**config.mk**
```make
export PLATFORM = sky130hd
export DESIGN_NAME = mlfq_div
export DESIGN_NICKNAME = d
export VERILOG_FILES = /design/src/rtl/mlfq_pkg.sv /design/src/rtl/mlfq_div.sv
export SDC_FILE = /design/constraint.sdc
export NUM_CORES = 1
export LEC_CHECK = 0
export ABC_AREA = 1
export BUFFER_PORTS_ARGS = -buffer_cell sky130_fd_sc_hd__buf_2
export CORE_MARGIN = 8
export CORE_UTILIZATION = 55
export DETAILED_ROUTE_END_ITERATION = 10
export PLACE_DENSITY = 0.77
export SLEW_MARGIN = 30
export SYNTH_ARGS = -nofsm -noshare
export SYNTH_HDL_FRONTEND = slang
export SYNTH_SLANG_ARGS = --single-unit
export TNS_END_PERCENT = 50
```
**constraint.sdc**
```tcl
create_clock -name clk -period 6.3 [get_ports clk]
set_input_delay 0.63 -clock clk [delete_from_list [all_inputs] [get_ports clk]]
set_output_delay 0.63 -clock clk [all_outputs]
set_load 0.02 [all_outputs]
```
**src/rtl/mlfq_pkg.sv**
```systemverilog
`timescale 1ns / 1ps
package mlfq_pkg;

  localparam int THREAD_SLOTS_DEF  = 32;
  localparam int FRACTION_BITS_DEF = 14;
  localparam int PRI_MIN = 0;
  localparam int PRI_MAX = 63;

  localparam int REQ_W   = 3;
  localparam int SLOT_W  = 5;
  localparam int READY_W = 6;
  localparam int NICE_W  = 6;
  localparam int PRI_W   = 6;
  localparam int FP_W    = 32;
  localparam int LOADX_W = 12;

  typedef enum logic [REQ_W-1:0] {
    REQ_TICK    = 3'd0,
    REQ_REFRESH = 3'd1,
    REQ_SECOND  = 3'd2,
    REQ_NICE    = 3'd3,
    REQ_QUERY   = 3'd4,
    REQ_CREATE  = 3'd5,
    REQ_REMOVE  = 3'd6
  } req_t;

  // saturate a 64-bit signed value to the signed 32-bit range
  function automatic logic signed [FP_W-1:0] sat32(input logic signed [63:0] v);
    logic signed [FP_W-1:0] r;
    if (v > 64'sd2147483647) r = 32'sh7fffffff;
    else if (v < -64'sd2147483648) r = 32'sh80000000;
    else r = v[FP_W-1:0];
    return r;
  endfunction

endpackage

```
**src/rtl/mlfq_div.sv**
```systemverilog
`timescale 1ns / 1ps
// Restoring divider for nonnegative operands, one quotient bit a cycle.
module mlfq_div (
  input  logic        clk,
  input  logic        rst_n,
  input  logic        go,
  input  logic [63:0] num,
  input  logic [63:0] den,
  output logic        done,
  output logic [63:0] quo
);
  import mlfq_pkg::*;

  logic [63:0] rem_r, rem_nxt, q_r, q_nxt, d_r;
  logic [6:0]  cnt_r, cnt_nxt;
  logic        run_r, run_nxt, done_r;
  logic [64:0] trial;

  // shift one bit in, try subtract
  always_comb begin
    rem_nxt = rem_r;
    q_nxt   = q_r;
    cnt_nxt = cnt_r;
    run_nxt = run_r;
    trial   = {rem_r, q_r[63]};
    if (run_r) begin
      if (trial >= {1'b0, d_r}) begin
        rem_nxt = 64'(trial - {1'b0, d_r});
        q_nxt   = {q_r[62:0], 1'b1};
      end else begin
        rem_nxt = trial[63:0];
        q_nxt   = {q_r[62:0], 1'b0};
      end
      cnt_nxt = 7'(cnt_r - 7'd1);
      if (cnt_r == 7'd1) run_nxt = 1'b0;
    end
  end

  always_ff @(posedge clk) begin
    if (!rst_n) begin
      run_r  <= 1'b0;
      done_r <= 1'b0;
      cnt_r  <= '0;
    end else if (go) begin
      run_r  <= 1'b1;
      done_r <= 1'b0;
      cnt_r  <= 7'd64;
    end else begin
      run_r  <= run_nxt;
      done_r <= run_r && (cnt_r == 7'd1);
      cnt_r  <= cnt_nxt;
    end
  end

  always_ff @(posedge clk) begin
    if (go) begin
      rem_r <= '0;
      q_r   <= num;
      d_r   <= den;
    end else begin
      rem_r <= rem_nxt;
      q_r   <= q_nxt;
    end
  end

  assign done = done_r;
  assign quo  = q_r;

endmodule

```
==> summary.txt, run 1 <==
Outcome
  • Status: finished clean

Floorplan
  • Total die area: 31590 um2
  • Number of placed I/O pins: 196
  • Core footprint: between 20000 and 30000 um2
  • Overall die width: between 150 and 200 um
  • Effective utilization at floorplan: 55.68%
  • Die boundary height: ~180 um
  • Standard-cell row count: 59

Critical path
  • Worst Setup Start Kind: flop
  • Arrival time reported for the critical path endpoint: 3.89 ns
  • Capture instance of the worst register-to-register path: rem_r[53]
  • Crit Reg-Reg Startpoint: d_r[40]
  • Critical path capture point type: flop
  • Required time at the endpoint of the critical path: 6.72 ns
  • Largest fanout on the critical path: 67
  • Critical setup path kind: flop to flop
  • Flop2flop setup slack: 2.84 ns
  • Worst reg2reg path depth: 12

Layout
  • Footprint of the multi-input gates: between 7000 and 8000 um2
  • Sequential cell area: 5305 um2
  • Synth-to-Final Area Change: 13.47%
  • Fraction of layout cells with a size suffix above 1: 11.66%
  • Count of filler cells inserted in the layout: 2468
  • Number of nets at the end of the flow: 2575

Detailed routing
  • Post-route antenna net violation count: 0
  • Final routed wirelength across all metal layers: 43530 um
  • WL per Instance: 15.95 um
  • Number of vias per cell after detailed routing: 5.043
  • Detailed-routing iteration count for the pre-antenna-repair pass: 5
  • Overall via count from detail_route: 13.76k
  • DRC violations left: 0
  • DRT iter0 DRCs: between 900 and 1k

Timing
  • Final critical-path share of the clock period: 55.00%
  • Setup clock skew after layout: around 0.010 ns
  • Minimum period implied by the final worst setup slack: 3.465 ns
  • Final count of pins violating max slew: 0
  • Slew HR: around 34%
  • Total Neg Setup Slack: 0 ns
  • Setup violators final: 0
  • Unrepaired setup endpoints after global routing: false
  • Worst hold-check slack: about 0.27 ns
  • Final-report hold violation count: 0
  • Maximum frequency from static timing analysis: between 0.2 and 0.3 GHz
  • Measured slew at the worst slew-check pin: 0.9881 ns

GRT
  • Largest net degree at the start of global routing: 81
  • Antenna violations before repair: 1
  • First-pass GRT wire length: 70040 um
  • Via count of the first global-routing pass: 13.70k
  • Global router's overall resource usage: 27.74%
  • Grt ovf: 0

Clocking
  • CTS clock-pin slew for the worst setup and hold paths: around 0.070 ns
  • Hold Buf Count CTS: 0
  • Buffer depth of the longest clock path: 3
  • Clock Tree Root: sky130_fd_sc_hd__clkbuf_16
  • Sinks on the clock net: 201
  • CTS tree: done
  • Resize count post-CTS: 0
  • Total clock buffers created by CTS: 22
  • Insertion delay of the later-clocked pin in the worst-skew pair: 0.53 ns
  • H-tree lvl count: 1
  • Number of buffers added for setup after CTS: 0

Run
  • Max capacitance violation total: 0

Logic synthesis
  • Cells after Synth: 2197
  • Synth Flop Type: sky130_fd_sc_hd__edfxtp_1
  • Number of warnings reported in the yosys synthesis log: 0
  • Cell area after synthesis: 14390 um2
  • Net count of the mapped netlist: 2395
  • EDFF count, synth: 128
  • Portion of the post-synthesis area used by sequential elements: 36.88%
  • Flops & latches, synth: 201
  • Share of synthesized flip-flops with an asynchronous set or reset: 0%
  • Distinct cell type count after synthesis: 38
  • Mean post-synth cell area: 6.548 um2

Worst hold path
  • Classification of the worst-slack hold path: input pin to flop
  • Worst Hold Path EP: d_r[24]
  • Count of cells along the worst hold path: 1
  • Startpoint of the most critical hold path: den[24]

Placed design
  • Final RePlAce weighted congestion: 1.004
  • Count of buffers inserted at the top-level ports: 195
  • HPWL after detailed placement: 34520 um

Power and ir drop
  • Power Total: 3.312 mW
  • Leakage dissipation: 9.229 nW
  • VDD IR-drop max: between 0.2 and 0.25 mV
  • Power density over cell area: 202.9 nW/um2
sequential cells by signal, summed over array words and instances (netlist names):
signal and cells:
quo 64, d_r 64, run_r 1, rem_r 64, cnt_r 7, done 1
cell usage in the layout (no fill, tap or decap), types with 15 or more instances in the layout:
cell type / count
sky130_fd_sc_hd__dfxtp_1: 73
sky130_fd_sc_hd__nor3_1: 22
sky130_fd_sc_hd__nand4_1: 15
sky130_fd_sc_hd__a21oi_1: 53
sky130_fd_sc_hd__ha_1: 66
sky130_fd_sc_hd__xnor2_1: 29
sky130_fd_sc_hd__buf_2: 194
sky130_fd_sc_hd__nand2_1: 927
sky130_fd_sc_hd__clkbuf_16: 22
sky130_fd_sc_hd__o21ai_0: 32
sky130_fd_sc_hd__nor2_1: 99
sky130_fd_sc_hd__nand3b_1: 35
sky130_fd_sc_hd__inv_1: 449
sky130_fd_sc_hd__nand3_1: 142
sky130_fd_sc_hd__edfxtp_1: 128
through the flow:
| stage | util [%] | std cells | setup slack [ns] | area (um2) |
|---|---|---|---|---|
| global route | 63.17 | 2728 | 2.459 | 16320 |
| finish | 63.18 | 2729 | 2.835 | 16320 |
| floorplan | - | 2197 | 3.051 | 14390 |
| CTS | 63.17 | 2728 | 2.781 | 16320 |
| detailed placement | 60.25 | 2688 | 2.784 | 15570 |
| global placement | 60.25 | 2688 | 2.865 | 15570 |
per-layer routing:
layer / GRT usage, % / wire, um / up-vias
met2: 46.82 / 19970 / 417
met3: 6.511 / 3243 / 64
met5: 0 / 7 / -
li1: - / - / 7068
met4: 8.267 / 1305 / 2
met1: 34.77 / 19000 / 6212
where the power goes:
group,leakage [nW],total [mW],internal [mW],switching [mW]
sequential,1.87,1.54,1.50,0.0405
clock,0.362,1.33,0.781,0.546
combinational,6.99,0.446,0.148,0.298
total,9.23,3.31,2.43,0.884
critical path, stage by stage, from the launching register on:
cell and delay, ns:
sky130_fd_sc_hd__edfxtp_1 0.32, sky130_fd_sc_hd__inv_1 0.05, sky130_fd_sc_hd__ha_1 0.34, sky130_fd_sc_hd__nand2_1 0.13, sky130_fd_sc_hd__nor2_1 0.25, sky130_fd_sc_hd__nand2_1 0.20
sky130_fd_sc_hd__nor2_1 0.20, sky130_fd_sc_hd__and3_1 0.23, sky130_fd_sc_hd__nand2_4 0.44, sky130_fd_sc_hd__nand2_4 0.76, sky130_fd_sc_hd__nand3_1 0.23, sky130_fd_sc_hd__nand2_1 0.11
sky130_fd_sc_hd__nand2_1 0.05
cells by family (layout without fill, tap and decap cells):
logic type	after synthesis	count (layout)	synth area share [%]
xor gates and xnor gates	32	32	1.948
AOI/OAI and AO/OA	113	113	4.227
other	0	1	0
and+or+nand+nor	1283	1283	37.25
adders and majority gates	67	67	5.880
buffers and inverters	501	697	13.81
DFF	201	201	36.88
Yosys cell counts, types with 10 or more instances:
cell                       number  area share (%)
sky130_fd_sc_hd__inv_1        451              12
sky130_fd_sc_hd__nand4_1       15            0.65
sky130_fd_sc_hd__nand3b_1      35             1.8
sky130_fd_sc_hd__nand3_2       11            0.77
sky130_fd_sc_hd__o21ai_1       12            0.42
sky130_fd_sc_hd__a21oi_1       53             1.8
sky130_fd_sc_hd__xnor2_1       29             1.8
sky130_fd_sc_hd__clkbuf_1      18            0.47
sky130_fd_sc_hd__o21ai_0       32             1.1
sky130_fd_sc_hd__nor3_1        22            0.77
sky130_fd_sc_hd__ha_1          66             5.7
sky130_fd_sc_hd__buf_6         10            0.78
sky130_fd_sc_hd__edfxtp_1     128              27
sky130_fd_sc_hd__dfxtp_1       73              10
sky130_fd_sc_hd__nor2_1       101             2.6
sky130_fd_sc_hd__nor2_2        10            0.43
sky130_fd_sc_hd__nand2_1      927              24
sky130_fd_sc_hd__nand3_1      142             4.9
worst max-delay path by stage:
stage,start,to,depth (start not counted)
after floorplan,go,quo[0],3
after global placement,d_r[7],rem_r[53],17
after detailed placement,d_r[7],rem_r[53],17
after CTS,d_r[7],rem_r[53],17
after global routing,d_r[40],rem_r[3],12
final,d_r[40],rem_r[53],12
layout make-up:
type	instances	area share (%)
Timing Repair Buffer	202	6.316
Antenna cell	1	0.01533
Clock inverter	9	0.7895
Tap cell	335	2.568
Multi-Input combinational cell	1495	43.52
Sequential cell	201	32.50
Clock buffer	31	3.825
Inverter	455	10.47
(Power assumes the default switching activity.)
==> inputs of run 2 (changes only) <==
CORE_UTILIZATION = 53   (was 55)
clock period = 3.18 ns   (was 6.3 ns; I/O delays follow)
==> run 2 against run 1 <==
Against the previous run: clock power rose by 88%; combinational power is 120% higher; flip-flop and latch count did not move; non-clock buffer count grew 75; largest power group unchanged.
==> summary.txt, run 2 (synthesized netlist as in run 1, its figures left out) <==
Outcome
  • Status: finished clean

Floorplan
  • Die boundary height: 180.7 um (+1.7%)
  • Standard-cell row count: 60 (+1.7%)
  • Core footprint: 26800 um2 (+3.7%)
  • Number of placed I/O pins: 196 (unchanged)
  • Overall die width: 180.7 um (+1.7%)
  • Effective utilization at floorplan: 53.67% (-2.0 points)
  • Total die area: 32670 um2 (+3.4%)

Run
  • Max capacitance violation total: 0 (unchanged)

Detailed routing
  • WL per Instance: 16.42 um (+3.0%)
  • Post-route antenna net violation count: 0 (unchanged)
  • DRC violations left: 0 (unchanged)
  • Overall via count from detail_route: 13.99k (+1.6%)
  • DRT iter0 DRCs: 924 (-4.3%)
  • Detailed-routing iteration count for the pre-antenna-repair pass: 5 (unchanged)
  • Final routed wirelength across all metal layers: 46170 um (+6.1%)
  • Number of vias per cell after detailed routing: 4.975 (-1.3%)

Critical path
  • Critical path's slowest cell: sky130_fd_sc_hd__buf_4
  • Flop2flop setup slack: 0.24 ns (-2.59 ns)
  • Critical setup path kind: flop to flop
  • Largest delay contributor family on the critical path: simple AND/OR/NAND/NOR gates
  • Worst path cell trace: inv_1, ha_1, nand2_1, inv_1, a21oi_2, nand2_1, nand2_1, nand2_1, nand2_1, nand2_1, nor2_4, buf_4, nand3_1, nand2_1, inv_1, nand2_1, nand2_1
  • Largest fanout on the critical path: 42 (-37%)
  • Cell with the most instances on the worst path: sky130_fd_sc_hd__nand2_1
  • Required time at the endpoint of the critical path: 3.62 ns (-3.10 ns)
  • Total buffers and inverters traversed by the critical path: 4 (+3)
  • Critical path capture point type: flop
  • Worst Setup Start Kind: flop
  • Crit path from: d_r[40]
  • Max stage delay on crit path: 0.52 ns (-0.24 ns)
  • Crit Reg-Reg Startpoint: d_r[40]
  • Arrival time reported for the critical path endpoint: 3.38 ns (-0.51 ns)

Power and ir drop
  • Sequential fraction of design power: 46.7% (+0.2 points)
  • Combinational cell fraction of total power: 15.0% (+1.5 points)
  • Power density over cell area: 382.7 nW/um2 (+89%)
  • Sw frac: 27.39% (+0.69 points)
  • Switching pwr: 1.788 mW (+100%)
  • VDD IR-drop max: 0.4097 mV (+81%)
  • Part of the power in the clock network: 38.3% (-1.8 points)
  • Leakage dissipation: 9.548 nW (+3.5%)
  • Internal portion of total power: 4.741 mW (+95%)

Timing
  • Final count of pins violating max slew: 0 (unchanged)
  • Measured slew at the worst slew-check pin: 0.8432 ns (-0.1449 ns)
  • Final-report hold violation count: 0 (unchanged)
  • Unrepaired setup endpoints after global routing: false
  • Minimum period implied by the final worst setup slack: 2.940 ns (-0.5250 ns)
  • Slew HR: 43.79% (+9.7 points)
  • Setup violators final: 0 (unchanged)
  • Maximum frequency from static timing analysis: 0.3402 GHz (+18%)
  • Final critical-path share of the clock period: 92.45% (+37 points)
  • Total Neg Setup Slack: 0 ns (unchanged)
  • Setup clock skew after layout: 0.02541 ns (+0.01505 ns)

Clocking
  • Insertion delay of the later-clocked pin in the worst-skew pair: 0.55 ns (+0.02 ns)
  • Buffer depth of the longest clock path: 3 (unchanged)
  • CTS clock-pin slew for the worst setup and hold paths: 0.06 ns (about the same)
  • Number of buffers added for setup after CTS: 0 (unchanged)
  • Total clock buffers created by CTS: 23 (+4.5%)
  • CTS tree: done
  • H-tree lvl count: 1 (unchanged)
  • Resize count post-CTS: 0 (unchanged)
  • Hold Buf Count CTS: 64 (+64)
  • Sinks on the clock net: 201 (unchanged)
  • Clock Tree Root: sky130_fd_sc_hd__clkbuf_16

Placed design
  • Post-placement cell count: 2705 (+0.63%)
  • Count of buffers inserted at the top-level ports: 195 (unchanged)
  • HPWL after detailed placement: 36210 um (+4.9%)
  • Final RePlAce weighted congestion: 1.000 (-0.39%)

Layout
  • Most frequent standard cell in the layout excluding fill and tap cells: sky130_fd_sc_hd__nand2_1
  • Synth-to-Final Area Change: 18.61%
  • N_diodes: 0 (-1)
  • Layout Cells excl Fill: 2811 (+3.0%)
  • Final core utilization: 63.66% (+0.48 points)
  • Most frequent cells in the layout: sky130_fd_sc_hd__nand2_1, sky130_fd_sc_hd__inv_1, sky130_fd_sc_hd__buf_2
  • Number of nets at the end of the flow: 2651 (+3.0%)
  • Fraction of layout cells with a size suffix above 1: 11.54% (-0.12 points)

GRT
  • Via count of the first global-routing pass: 14.00k (+2.2%)
  • Antenna violations before repair: 1 (unchanged)
  • Grt ovf: 0 (unchanged)
  • First-pass GRT wire length: 73010 um (+4.2%)
  • Global router's overall resource usage: 27.85% (+0.11 points)
  • Largest net degree at the start of global routing: 79 (-2.5%)

Worst hold path
  • Classification of the worst-slack hold path: input pin to flop
  • Startpoint of the most critical hold path: rst_n
[run 2: cell count changes in the layout (fill, tap and decap cells not counted), sizes merged]
cell,delta
dlygate4sd3,+64
buf,+11
clkbuf,+5
bufinv,-2
clkinvlp,-2
diode,-1
inv,+1
[run 2: worst min-delay path, cell delays in order]
cell and delay, ns:
sky130_fd_sc_hd__buf_2 0.09, sky130_fd_sc_hd__o21ai_0 0.07, sky130_fd_sc_hd__inv_1 0.05
[run 2: metrics by stage]
stage / hold WS [ns] / total power [mW] / instance area, um2 / worst slack [ns]
finish: 0.02229 / 6.529 / 17060 / 0.2402
global route: 0.01942 / 6.775 / 17060 / 0.01534
CTS: 0.006733 / 6.580 / 17060 / 0.2821
detailed placement: 0.4595 / 4.011 / 15720 / 0.3004
global placement: 0.4523 / 3.997 / 15720 / 0.3774
floorplan: 0.4169 / 3.646 / 14390 / 0.1395
[run 2: power by group through the flow]
stage	sequential (mW)	combinational (mW)	clock (mW)
3_5_place_dp	3.10	0.915	0
3_3_place_gp	3.10	0.900	0
6_report	3.05	0.977	2.50
5_1_grt	3.06	1.08	2.63
4_1_cts	3.05	0.978	2.55
2_1_floorplan	3.19	0.452	0
[run 2: path summary, 6_finish.rpt]
| path | to | cells after the start |
|---|---|---|
| max | rem_r[61] | 17 |
| min | cnt_r[6] | 3 |
| max reg2reg | rem_r[61] | 17 |
| min reg2reg | rem_r[63] | 2 |
[run 2: area by class of cell]
class / instances / area (um2)
timing repair buffer: 277 / 1817
inverter: 455 / 1709
sequential: 201 / 5305
clock buffer: 36 / 654.4
clock inverter: 6 / 46.29
multi-input combinational: 1495 / 7103
fill: 2460 / 9739
tap: 341 / 426.7
[run 2: layer usage]
layer	global-route usage, %	wire length, um
met1	34.52	19760
met2	47.70	21300
met3	6.199	3671
met4	8.499	1433
met5	0	8
==> inputs of run 3 (changes only) <==
ABC_AREA = default   (was 1)
CORE_UTILIZATION = 52   (was 53)
RECOVER_POWER = 50   (was default)
==> run 3 against run 2 <==
Against the previous run: synthesized cell count is 45% lower; synthesized area shrank 18%; cell count shrank 35%; critical path type unchanged; largest cell class unchanged; highest routed layer is now met4.
==> summary.txt, run 3 <==
Logic synthesis
  • Commonest cells post-synth: sky130_fd_sc_hd__nand2_1, sky130_fd_sc_hd__edfxtp_1, sky130_fd_sc_hd__a21oi_1, sky130_fd_sc_hd__inv_1, sky130_fd_sc_hd__nor2_1
  • Top area cells in the synthesized netlist: sky130_fd_sc_hd__edfxtp_1, sky130_fd_sc_hd__dfxtp_1, sky130_fd_sc_hd__ha_1
  • Cells after Synth: 1212 (-45%)
  • Flops & latches, synth: 201 (unchanged)
  • Share of synthesized flip-flops with an asynchronous set or reset: 0% (unchanged)
  • Mean post-synth cell area: 9.769 um2 (+49%)
  • Number of warnings reported in the yosys synthesis log: 0 (unchanged)
  • Portion of the post-synthesis area used by sequential elements: 44.81% (+7.9 points)
  • Library cell with the largest summed area after synthesis: sky130_fd_sc_hd__edfxtp_1
  • Cell area after synthesis: 11840 um2 (-18%)
  • Most frequent cell after synthesis: sky130_fd_sc_hd__nand2_1
  • EDFF count, synth: 128 (unchanged)
  • Net count of the mapped netlist: 1410 (-41%)
  • Synth Flop Type: sky130_fd_sc_hd__edfxtp_1
  • Fraction of synthesized cell area taken by the top area cell type: 32.46% (+5.7 points)
  • Distinct cell type count after synthesis: 74 (+95%)

Critical path
  • Worst Setup Start Kind: flop
  • Largest fanout on the critical path: 3 (-93%)
  • Arrival time reported for the critical path endpoint: 3.59 ns (+0.21 ns)
  • Critical setup path kind: flop to flop
  • Flop2flop setup slack: 0.04 ns (-0.20 ns)
  • Capture instance of the worst register-to-register path: rem_r[62]
  • Worst reg2reg path depth: 15 (-2)
  • Crit Reg-Reg Startpoint: quo[63]
  • Critical path capture point type: flop
  • Required time at the endpoint of the critical path: 3.63 ns (about the same)
  • Crit path from: quo[63]

Layout
  • Layout Cells excl Fill: 1830 (-35%)
  • N_diodes: 0 (unchanged)
  • Most frequent cells in the layout: sky130_fd_sc_hd__buf_2, sky130_fd_sc_hd__nand2_1, sky130_fd_sc_hd__edfxtp_1
  • Most frequent standard cell in the layout excluding fill and tap cells: sky130_fd_sc_hd__buf_2
  • Fraction of layout cells with a size suffix above 1: 24.85% (+13 points)
  • Final core utilization: 67.67% (+4.0 points)
  • Synth-to-Final Area Change: 28.61%
  • Number of nets at the end of the flow: 1727 (-35%)

Clocking
  • CTS clock-pin slew for the worst setup and hold paths: 0.06 ns (about the same)
  • Total clock buffers created by CTS: 23 (unchanged)
  • Buffer depth of the longest clock path: 3 (unchanged)
  • H-tree lvl count: 1 (unchanged)
  • Sinks on the clock net: 201 (unchanged)
  • Insertion delay of the later-clocked pin in the worst-skew pair: 0.53 ns (-0.02 ns)
  • Clock Tree Root: sky130_fd_sc_hd__clkbuf_16
  • CTS tree: done

Floorplan
  • Die boundary height: 166.9 um (-7.7%)
  • Number of placed I/O pins: 196 (unchanged)
  • Overall die width: 166.9 um (-7.7%)
  • Core footprint: 22500 um2 (-16%)
  • Effective utilization at floorplan: 52.62% (-1.1 points)
  • Total die area: 27850 um2 (-15%)
  • Standard-cell row count: 55 (-8.3%)

Run
  • Max capacitance violation total: 0 (unchanged)

Worst hold path
  • Worst Hold Path EP: run_r
  • Startpoint of the most critical hold path: rst_n
  • Count of cells along the worst hold path: 2 (-1)
  • Classification of the worst-slack hold path: input pin to flop

Power and ir drop
  • Power density over cell area: 535.1 nW/um2 (+40%)
  • Leakage dissipation: 6.521 nW (-32%)
  • VDD IR-drop max: 0.3846 mV (-6.1%)

Timing
  • Final count of pins violating max slew: 0 (unchanged)
  • Total Neg Setup Slack: 0 ns (unchanged)
  • Measured slew at the worst slew-check pin: 1.395 ns (+0.5516 ns)
  • Final critical-path share of the clock period: 98.88% (+6.4 points)
  • Final-report hold violation count: 0 (unchanged)
  • Setup clock skew after layout: 0.009942 ns (-0.01547 ns)
  • Worst hold-check slack: 0.02669 ns (+0.004396 ns)
  • Maximum frequency from static timing analysis: 0.3180 GHz (-6.5%)
  • Minimum period implied by the final worst setup slack: 3.144 ns (+0.2046 ns)
  • Slew HR: 7.016% (-37 points)
  • Setup violators final: 0 (unchanged)
  • Worst-case setup margin in the final layout: 0.03561 ns (-0.2046 ns)
  • Unrepaired setup endpoints after global routing: true

Detailed routing
  • Overall via count from detail_route: 10.48k (-25%)
  • DRC violations left: 0 (unchanged)
  • Post-route antenna net violation count: 0 (unchanged)
  • WL per Instance: 18.30 um (+11%)
  • Number of vias per cell after detailed routing: 5.727 (+15%)
  • DRT iter0 DRCs: 735 (-20%)
  • Final routed wirelength across all metal layers: 33490 um (-27%)
  • Detailed-routing iteration count for the pre-antenna-repair pass: 5 (unchanged)

Placed design
  • Final RePlAce weighted congestion: 0.9455 (-5.4%)
  • HPWL after detailed placement: 23750 um (-34%)
  • Count of buffers inserted at the top-level ports: 195 (unchanged)
  • Post-placement cell count: 1716 (-37%)
  • DP Worst Slack: -0.1872 ns (-0.4876 ns)

GRT
  • First-pass GRT wire length: 53450 um (-27%)
  • Global Route met3 Usage: 6.667% (+0.47 points)
  • Most used routing layer: met2
  • Grt ovf: 0 (unchanged)
  • Largest net degree at the start of global routing: 88 (+11%)
  • Antenna violations before repair: 0 (-1)
  • Via count of the first global-routing pass: 10.53k (-25%)
  • Met1 usage in global routing: 27.76% (-6.8 points)
  • GR Util met2: 39.51% (-8.2 points)
  • Global router's overall resource usage: 23.11% (-4.7 points)

Outcome
  • Status: finished clean
## run 3: power breakdown
part           internal (mW)  switching [mW]  total (mW)
registers               3.05           0.145        3.19
clock network           1.56            1.05        2.61
logic                   1.01            1.33        2.34
## run 3: worst max path at each step
stage	end	slack, ns
floorplan	rem_r[62]	-0.05
global placement	rem_r[58]	-0.10
detailed placement	rem_r[58]	-0.19
CTS	rem_r[62]	0.008
global route	rem_r[52]	-0.11
finish	rem_r[62]	0.04
## run 3: cell type report
type                       instances  area (um2)
clock inverter                     6       97.59
inverter                          89       334.1
fill                            1778        7276
multi-input combinational        857        6135
sequential                       201        5306
clock buffer                      35       640.6
tap                              285       356.6
timing repair buffer             357        2357
## run 3: cells by family after synthesis
group                      Yosys count  share of synthesized area, %
AOI/OAI and AO/OA                  328                         18.56
and+or+nand+nor                    325                         12.70
DFF                                201                         44.81
buffers and inverters              154                         5.115
muxes                               78                         7.313
adders and majority gates           67                         7.144
xor gates and xnor gates            59                         4.364
## run 3: per-layer routing
metal,wire [um],up-vias,part of all wire [%]
li1,-,5051,-
met1,13740,4923,41
met2,15900,430,47
met3,2950,76,8.8
met4,899,0,2.7
met5,0,-,0
## run 3: per-stage QoR
| step | instance area [um2] | total power [mW] |
|---|---|---|
| global route | 15230 | 8.541 |
| CTS | 15070 | 8.111 |
| global placement | 13620 | 5.341 |
| finish | 15230 | 8.148 |
| floorplan | 11850 | 4.633 |
| detailed placement | 13630 | 5.392 |
## run 3: worst max-delay path, stage by stage, from the launching register on
cell and delay, ns:
sky130_fd_sc_hd__edfxtp_1 0.35, sky130_fd_sc_hd__inv_1 0.05, sky130_fd_sc_hd__ha_2 0.17, sky130_fd_sc_hd__inv_2 0.06, sky130_fd_sc_hd__fa_2 0.21, sky130_fd_sc_hd__a21oi_2 0.07
sky130_fd_sc_hd__o211a_1 0.22, sky130_fd_sc_hd__o21ai_2 0.16, sky130_fd_sc_hd__buf_6 0.13, sky130_fd_sc_hd__o22ai_4 0.07, sky130_fd_sc_hd__o311a_4 0.35, sky130_fd_sc_hd__o41ai_4 0.34
sky130_fd_sc_hd__a21oi_2 0.15, sky130_fd_sc_hd__nand3b_4 0.18, sky130_fd_sc_hd__mux2_4 0.31, sky130_fd_sc_hd__a311oi_2 0.24
## run 3: repair_timing
| action | 4_1_cts | 5_1_grt |
|---|---|---|
| pin swaps | 6 | 28 |
| endpoints found under the setup margin | 12 | 58 |
| gates cloned | 0 | 1 |
| endpoints found under the hold margin | 64 | 0 |
| hold buffers | 64 | 0 |
| buffers inserted | 3 | 5 |
| gates resized for setup | 8 | 37 |
